File: src/hw/rtl/swvd_pkg.sv
package swvd_pkg;

    // Operation codes
    localparam logic [1:0] ACT_PUSH   = 2'd0;
    localparam logic [1:0] ACT_POP    = 2'd1;
    localparam logic [1:0] ACT_DELETE = 2'd2;
    localparam logic [1:0] ACT_SEARCH = 2'd3;

    // Result status codes
    localparam logic [1:0] ST_OK      = 2'd0;
    localparam logic [1:0] ST_EMPTY   = 2'd1;
    localparam logic [1:0] ST_FULL    = 2'd2;
    localparam logic [1:0] ST_MISSING = 2'd3;

    localparam int DATA_W  = 32;
    localparam int POS_W   = 4;
    localparam int COUNT_W = 5;

    typedef logic [DATA_W-1:0] t_data;

    // Per-cell load control: take the neighbor above (push) or below (pop, delete)
    typedef struct packed {
        logic load_above;
        logic load_below;
    } t_cell_ctl;

endpackage

File: src/hw/rtl/swvd_cell.sv
module swvd_cell (
    input  logic                 i_clk,
    input  swvd_pkg::t_cell_ctl  i_ctl,
    input  swvd_pkg::t_data      i_above,
    input  swvd_pkg::t_data      i_below,
    input  swvd_pkg::t_data      i_key,
    input  logic                 i_live,
    output swvd_pkg::t_data      o_data,
    output logic                 o_eq
);
    import swvd_pkg::*;

    t_data r_data;

    // Load from the neighbor that the operation selects, else hold
    always_ff @(posedge i_clk) begin
        if (i_ctl.load_above) begin
            r_data <= i_above;
        end else if (i_ctl.load_below) begin
            r_data <= i_below;
        end
    end

    // Compare against the operation key; only held entries count
    assign o_eq   = i_live && (r_data == i_key);
    assign o_data = r_data;

endmodule

File: src/hw/rtl/swvd_find.sv
module swvd_find #(
    parameter int STACK_DEPTH = 16
) (
    input  logic [STACK_DEPTH-1:0]     i_eq,
    output logic [STACK_DEPTH-1:0]     o_at_or_below,
    output logic                       o_found,
    output logic [swvd_pkg::POS_W-1:0] o_position
);
    import swvd_pkg::*;

    logic [STACK_DEPTH-1:0] w_prefix;
    logic [STACK_DEPTH-1:0] w_first;

    // Ripple the match flag from top cell down to mark the first hit
    always_comb begin
        w_prefix[0] = i_eq[0];
        w_first[0]  = i_eq[0];
        for (int i = 1; i < STACK_DEPTH; i++) begin
            w_prefix[i] = w_prefix[i-1] | i_eq[i];
            w_first[i]  = i_eq[i] & ~w_prefix[i-1];
        end
    end

    // Encode the low bits of the first hit's depth
    always_comb begin
        o_position = '0;
        for (int b = 0; b < POS_W; b++) begin
            for (int i = 0; i < STACK_DEPTH; i++) begin
                if (((i >> b) & 1) == 1) begin
                    o_position[b] = o_position[b] | w_first[i];
                end
            end
        end
    end

    assign o_at_or_below = w_prefix;
    assign o_found       = w_prefix[STACK_DEPTH-1];

endmodule

File: src/hw/rtl/stack_with_value_delete_unit.sv
// An operand is registered on input transfer, then executes into the result
// register when that is free. Throughput: one operation per cycle while i_ready
// is high; all cells compare and shift in parallel, and the top-first match
// chain sets the execute cycle's path. Reset (i_rst_n low, synchronous) empties
// the stack and drops any pending operation or result; entries are not cleared.
module stack_with_value_delete_unit #(
    parameter int STACK_DEPTH = 16
) (
    input  logic                         i_clk,
    input  logic                         i_rst_n,
    input  logic                         i_valid,
    output logic                         o_ready,
    input  logic [1:0]                   i_action,
    input  logic signed [31:0]           i_value,
    output logic                         o_valid,
    input  logic                         i_ready,
    output logic signed [31:0]           o_out_value,
    output logic                         o_found,
    output logic [swvd_pkg::POS_W-1:0]   o_position,
    output logic [1:0]                   o_status,
    output logic [swvd_pkg::COUNT_W-1:0] o_entry_count
);
    import swvd_pkg::*;

    localparam int CW = $clog2(STACK_DEPTH + 1);

    // Operand register
    logic        r_busy;
    logic [1:0]  r_action;
    t_data       r_value;

    // Stack fill
    logic [CW-1:0] r_count;
    logic [CW-1:0] n_count;

    // Result register
    logic               r_out_valid;
    t_data              r_out_value;
    logic               r_out_found;
    logic [POS_W-1:0]   r_out_pos;
    logic [1:0]         r_out_status;
    logic [COUNT_W-1:0] r_out_count;
    t_data              n_out_value;
    logic               n_out_found;
    logic [POS_W-1:0]   n_out_pos;
    logic [1:0]         n_out_status;

    logic w_exec;
    logic w_in_xfer;
    logic w_empty;
    logic w_full;
    logic w_do_push;
    logic w_do_pop;
    logic w_do_del;
    logic [31:0] w_count32;

    t_data                   w_data [STACK_DEPTH];
    logic [STACK_DEPTH-1:0]  w_eq;
    logic [STACK_DEPTH-1:0]  w_at_or_below;
    logic                    w_found;
    logic [POS_W-1:0]        w_pos;

    // Execute when an operand waits and the result register is free
    assign w_exec    = r_busy && (!r_out_valid || i_ready);
    assign o_ready   = !r_busy || w_exec;
    assign w_in_xfer = i_valid && o_ready;

    assign w_empty   = (r_count == '0);
    assign w_full    = (r_count == CW'(STACK_DEPTH));
    assign w_do_push = w_exec && (r_action == ACT_PUSH) && !w_full;
    assign w_do_pop  = w_exec && (r_action == ACT_POP) && !w_empty;
    assign w_do_del  = w_exec && (r_action == ACT_DELETE) && w_found;

    // Row of cells, cell 0 is the top of the stack
    for (genvar g = 0; g < STACK_DEPTH; g++) begin : g_cell
        t_cell_ctl w_ctl;
        t_data     w_above;
        t_data     w_below;
        logic      w_live;

        assign w_ctl.load_above = w_do_push;
        assign w_ctl.load_below = w_do_pop || (w_do_del && w_at_or_below[g]);
        assign w_live           = (CW'(g) < r_count);

        if (g == 0) begin : g_top
            assign w_above = r_value;
        end else begin : g_mid
            assign w_above = w_data[g-1];
        end
        if (g == STACK_DEPTH - 1) begin : g_bot
            assign w_below = '0;
        end else begin : g_up
            assign w_below = w_data[g+1];
        end

        swvd_cell u_cell (
            .i_clk   (i_clk),
            .i_ctl   (w_ctl),
            .i_above (w_above),
            .i_below (w_below),
            .i_key   (r_value),
            .i_live  (w_live),
            .o_data  (w_data[g]),
            .o_eq    (w_eq[g])
        );
    end

    swvd_find #(
        .STACK_DEPTH (STACK_DEPTH)
    ) u_find (
        .i_eq          (w_eq),
        .o_at_or_below (w_at_or_below),
        .o_found       (w_found),
        .o_position    (w_pos)
    );

    // Result fields and next fill
    always_comb begin
        n_count      = r_count;
        n_out_value  = '0;
        n_out_found  = 1'b0;
        n_out_pos    = '0;
        n_out_status = ST_OK;
        case (r_action)
            ACT_PUSH: begin
                if (w_full) begin
                    n_out_status = ST_FULL;
                end else begin
                    n_count = r_count + CW'(1);
                end
            end
            ACT_POP: begin
                if (w_empty) begin
                    n_out_status = ST_EMPTY;
                end else begin
                    n_count     = r_count - CW'(1);
                    n_out_value = w_data[0];
                end
            end
            ACT_DELETE, ACT_SEARCH: begin
                if (w_empty) begin
                    n_out_status = ST_EMPTY;
                end else if (!w_found) begin
                    n_out_status = ST_MISSING;
                end else begin
                    n_out_value = r_value;
                    n_out_found = 1'b1;
                    n_out_pos   = w_pos;
                    if (r_action == ACT_DELETE) begin
                        n_count = r_count - CW'(1);
                    end
                end
            end
            default: begin
                n_count = r_count;
            end
        endcase
    end

    assign w_count32 = 32'(n_count);

    // Control registers
    always_ff @(posedge i_clk) begin
        if (!i_rst_n) begin
            r_busy      <= 1'b0;
            r_count     <= '0;
            r_out_valid <= 1'b0;
        end else begin
            if (w_in_xfer) begin
                r_busy <= 1'b1;
            end else if (w_exec) begin
                r_busy <= 1'b0;
            end
            if (w_exec) begin
                r_count     <= n_count;
                r_out_valid <= 1'b1;
            end else if (i_ready) begin
                r_out_valid <= 1'b0;
            end
        end
    end

    // Capture operand on input transfer
    always_ff @(posedge i_clk) begin
        if (w_in_xfer) begin
            r_action <= i_action;
            r_value  <= i_value;
        end
    end

    // Capture result on execute
    always_ff @(posedge i_clk) begin
        if (w_exec) begin
            r_out_value  <= n_out_value;
            r_out_found  <= n_out_found;
            r_out_pos    <= n_out_pos;
            r_out_status <= n_out_status;
            r_out_count  <= w_count32[COUNT_W-1:0];
        end
    end

    assign o_valid       = r_out_valid;
    assign o_out_value   = r_out_value;
    assign o_found       = r_out_found;
    assign o_position    = r_out_pos;
    assign o_status      = r_out_status;
    assign o_entry_count = r_out_count;

endmodule

File: config.mk
export PLATFORM = sky130hd
export DESIGN_NAME = stack_with_value_delete_unit
export DESIGN_NICKNAME = d
export VERILOG_FILES = /design/src/hw/rtl/swvd_pkg.sv /design/src/hw/rtl/swvd_cell.sv /design/src/hw/rtl/swvd_find.sv /design/src/hw/rtl/stack_with_value_delete_unit.sv
export SDC_FILE = /design/constraint.sdc
export NUM_CORES = 1
export LEC_CHECK = 0
export BUFFER_PORTS_ARGS = -buffer_cell sky130_fd_sc_hd__buf_4
export CAP_MARGIN = 20
export CELL_PAD_IN_SITES_DETAIL_PLACEMENT = 1
export CELL_PAD_IN_SITES_GLOBAL_PLACEMENT = 1
export CORE_ASPECT_RATIO = 1.1
export CORE_MARGIN = 3
export CORE_UTILIZATION = 34
export DETAILED_ROUTE_END_ITERATION = 7
export GPL_ROUTABILITY_DRIVEN = 0
export HOLD_SLACK_MARGIN = 0.03
export PLACE_DENSITY_LB_ADDON = 0.12
export SLEW_MARGIN = 30
export SYNTH_ARGS = -nofsm -noshare
export SYNTH_HDL_FRONTEND = slang
export SYNTH_SLANG_ARGS = --single-unit
File: constraint.sdc
create_clock -name i_clk -period 8.7 [get_ports i_clk]
set_input_delay 0 -clock i_clk [delete_from_list [all_inputs] [get_ports i_clk]]
set_output_delay 0 -clock i_clk [all_outputs]
set_load 0.01 [all_outputs]
==> flow_summary.ini <==
[power_and_ir_drop]
intPower_w = 0.00504
power.share.clock_pct = 43.9
p_seq_share_pct = 48.3
p_leak_nw = 11.7
combPwrFrac_pct = 7.7
p_sw_share_pct = 24.2
power_density_mw_per_mm2 = 185
peakVddDrop_mv = 0.113
p_switching_w = 0.00161

[route]
wl_per_cell_um = 31.4
vias = 19000
dr.pass1.iters = 5
drtIter0Drc = 1637
wirelength_um = 113000
postRouteAntennaNets = 0
drc = 0
post_drt_via_cell_ratio = 5.31

[cells_and_area]
final_nets = 2332
postLayoutCellArea_sq_mm = 0.0360
syn2layout_area_growth_pct = 13.6
n_antenna_cell = 0
layout_commonest_cell = edfxtp_1
drive_gt1_share_pct = 32.1
mostFrequentLayoutCells = edfxtp_1, mux2_2, xnor2_1, xor2_1, buf_4

[clock_tree]
cts_hold_buf = 39
cts_buffer_depth = 3
cts_buffers = 72
clock_sinks = 597
path_clk_slew_ns = 0.05
post_cts_resize_count = 0
h-tree-depth = 3
cts_tree = done
clk_latency_ns = 0.63
cts-root-buf = clkbuf_16
postCtsSetupBuffers = 0

[logic_synthesis]
synth_edf_count = 590
synth-seq-cells = 597
yosys_warnings = 0
synth_cell_types = 66
async_flop_share_pct = 0
synth_ff_type = edfxtp_1
syn_inst = 2178
syn_area_sq_mm = 0.0317
synth_nets = 2220
synth-seq-area-share_pct = 56.3
syn_area_per_cell_sq_um = 14.6

[die]
die_h_um = 326
io-pin-count = 84
die_w_um = 297
start_util_pct = 34.6
coreArea_sq_mm = 0.0917
placementRows = 116
die-area_sq_mm = 0.0970

[sta]
finalHoldViolCount = 0
worst_slew_pin_slew_ns = 0.968
skew_ns = 0.0283
rsz0062_at_grt = no
min_period_over_period_pct = 60.3
maxSlewViolCount = 0
fin_crit_ns = 5.24
setup_viol = 0
setup-tns-final_ns = 0
relSlewSlack_pct = 35.5
clock.fmax_mhz = 191

[critical_path]
cp.arrival_ns = 5.48
crit_type = flip-flop to flip-flop
crit_required_ns = 8.94
cp_max_fo = 33
cp-end-kind = flip-flop
critPathLaunchType = flip-flop

[grt]
grt_pass1_wl_um = 159000
overflow = 0
grt_start_max_net_pins = 173
grt_pass1_vias = 20300
grtUsageTotal_pct = 22.9
antenna_found_initial = 0

[worst_hold_path]
min-delay-path-class = input pin to flip-flop

[placement]
io_buffers = 83
place_area_sq_mm = 0.0334
hpwlAfterDp_um = 83800

[job]
maxCapViolations = 0

[status]
status = finished, final reports clean
## synth_stat cells (5+ instances only)
cell type	n	area, sq um
clkbuf_1	50	188
nor4_1	57	357
inv_1	9	33.8
nand2_1	21	78.8
edfxtp_1	590	17700
nor3_1	25	125
nor2b_1	5	31.3
buf_6	45	507
mux2_2	480	5410
buf_1	5	18.8
buf_2	27	135
nand3_1	18	90.1
a31oi_1	7	43.8
xor2_1	183	1600
xnor2_1	332	2910
buf_8	21	315
dfxtp_1	7	140
a21oi_1	27	135
and2_1	6	37.5
nand4_1	92	576
a22o_1	33	289
o21ai_0	9	45.0
and3_1	37	231
nor2_1	27	101
## final timing paths
check	startpoint	to	slack [ns]	depth (start not counted)
worst min register to register	g_cell[15].u_cell.o_data[2]	g_cell[14].u_cell.o_data[2]	0.60	1
worst min-delay path	i_value[12]	g_cell[0].w_above[12]	0.1	2
worst max register to register	r_count[1]	g_cell[12].u_cell.o_data[10]	3.46	10
worst max-delay path	r_count[1]	g_cell[12].u_cell.o_data[10]	3.46	10
## cells by family after synthesis
| group | count (synthesis) | synth area share, % |
|---|---|---|
| DFF | 597 | 56.3 |
| xor gates and xnor gates | 515 | 14.2 |
| muxes | 481 | 17.1 |
| and+or+nand+nor | 308 | 5.72 |
| buffers and inverters | 158 | 3.79 |
| AOI/OAI and AO/OA | 115 | 2.72 |
| adders and majority gates | 4 | 0.158 |
## per-layer routing
layer  global-route usage [%]  wire (um)  up-vias
li1                         -          -     8428
met1                     28.8      47300     9888
met2                     39.0      55500      516
met3                     2.33       3710      175
met4                     11.7       6130        0
met5                        0          0        -
## flip-flops by register name, indices dropped and copies added (netlist names)
name	count
o_found	1
o_valid	1
r_count	5
r_action	2
o_position	4
g_cell.u_cell.o_data	512
g_cell.w_above	32
o_status	2
o_entry_count	5
r_busy	1
o_out_value	32
## final cells by class
class	count	area [sq um]
inverters	10	38.8
repair buffers	186	1580
well taps	1239	1550
clock inverters	32	225
clock buffers	95	1960
multi-input cells	1423	12800
flip-flops and latches	597	17900
fillers	9412	55700
## metrics by stage
stage	hold slack, ns	utilization [%]	setup WS (ns)	instances	total power [W]
after global routing	0.0866	39.3	3.18	3582	0.00686
after floorplan	0.0989	-	4.12	2178	0.00359
after global placement	0.179	36.3	3.01	3412	0.00378
after detailed placement	0.180	36.4	3.01	3414	0.00378
after CTS	0.0539	39.2	2.94	3580	0.00673
final	0.0968	39.3	3.46	3582	0.00665
## critical path, stage by stage, from the launching register on
cell and delay, ns:
dfxtp_1 0.83, nand2_1 0.46, a31oi_1 0.39, nand4_1 0.19, nor4_1 0.50, or4_1 0.46, o41a_4 0.27, a31oi_4 0.24
inv_2 0.79, o21a_1 0.22, buf_4 0.49
## power by group through the flow
stage | clock (W) | sequential [W] | combinational (W)
6_report | 0.00292 | 0.00321 | 0.000515
5_1_grt | 0.00310 | 0.00322 | 0.000541
4_1_cts | 0.00300 | 0.00321 | 0.000522
3_5_place_dp | 0 | 0.00327 | 0.000506
3_3_place_gp | 0 | 0.00327 | 0.000505
2_1_floorplan | 0 | 0.00325 | 0.000333
(Power assumes the default switching activity.)
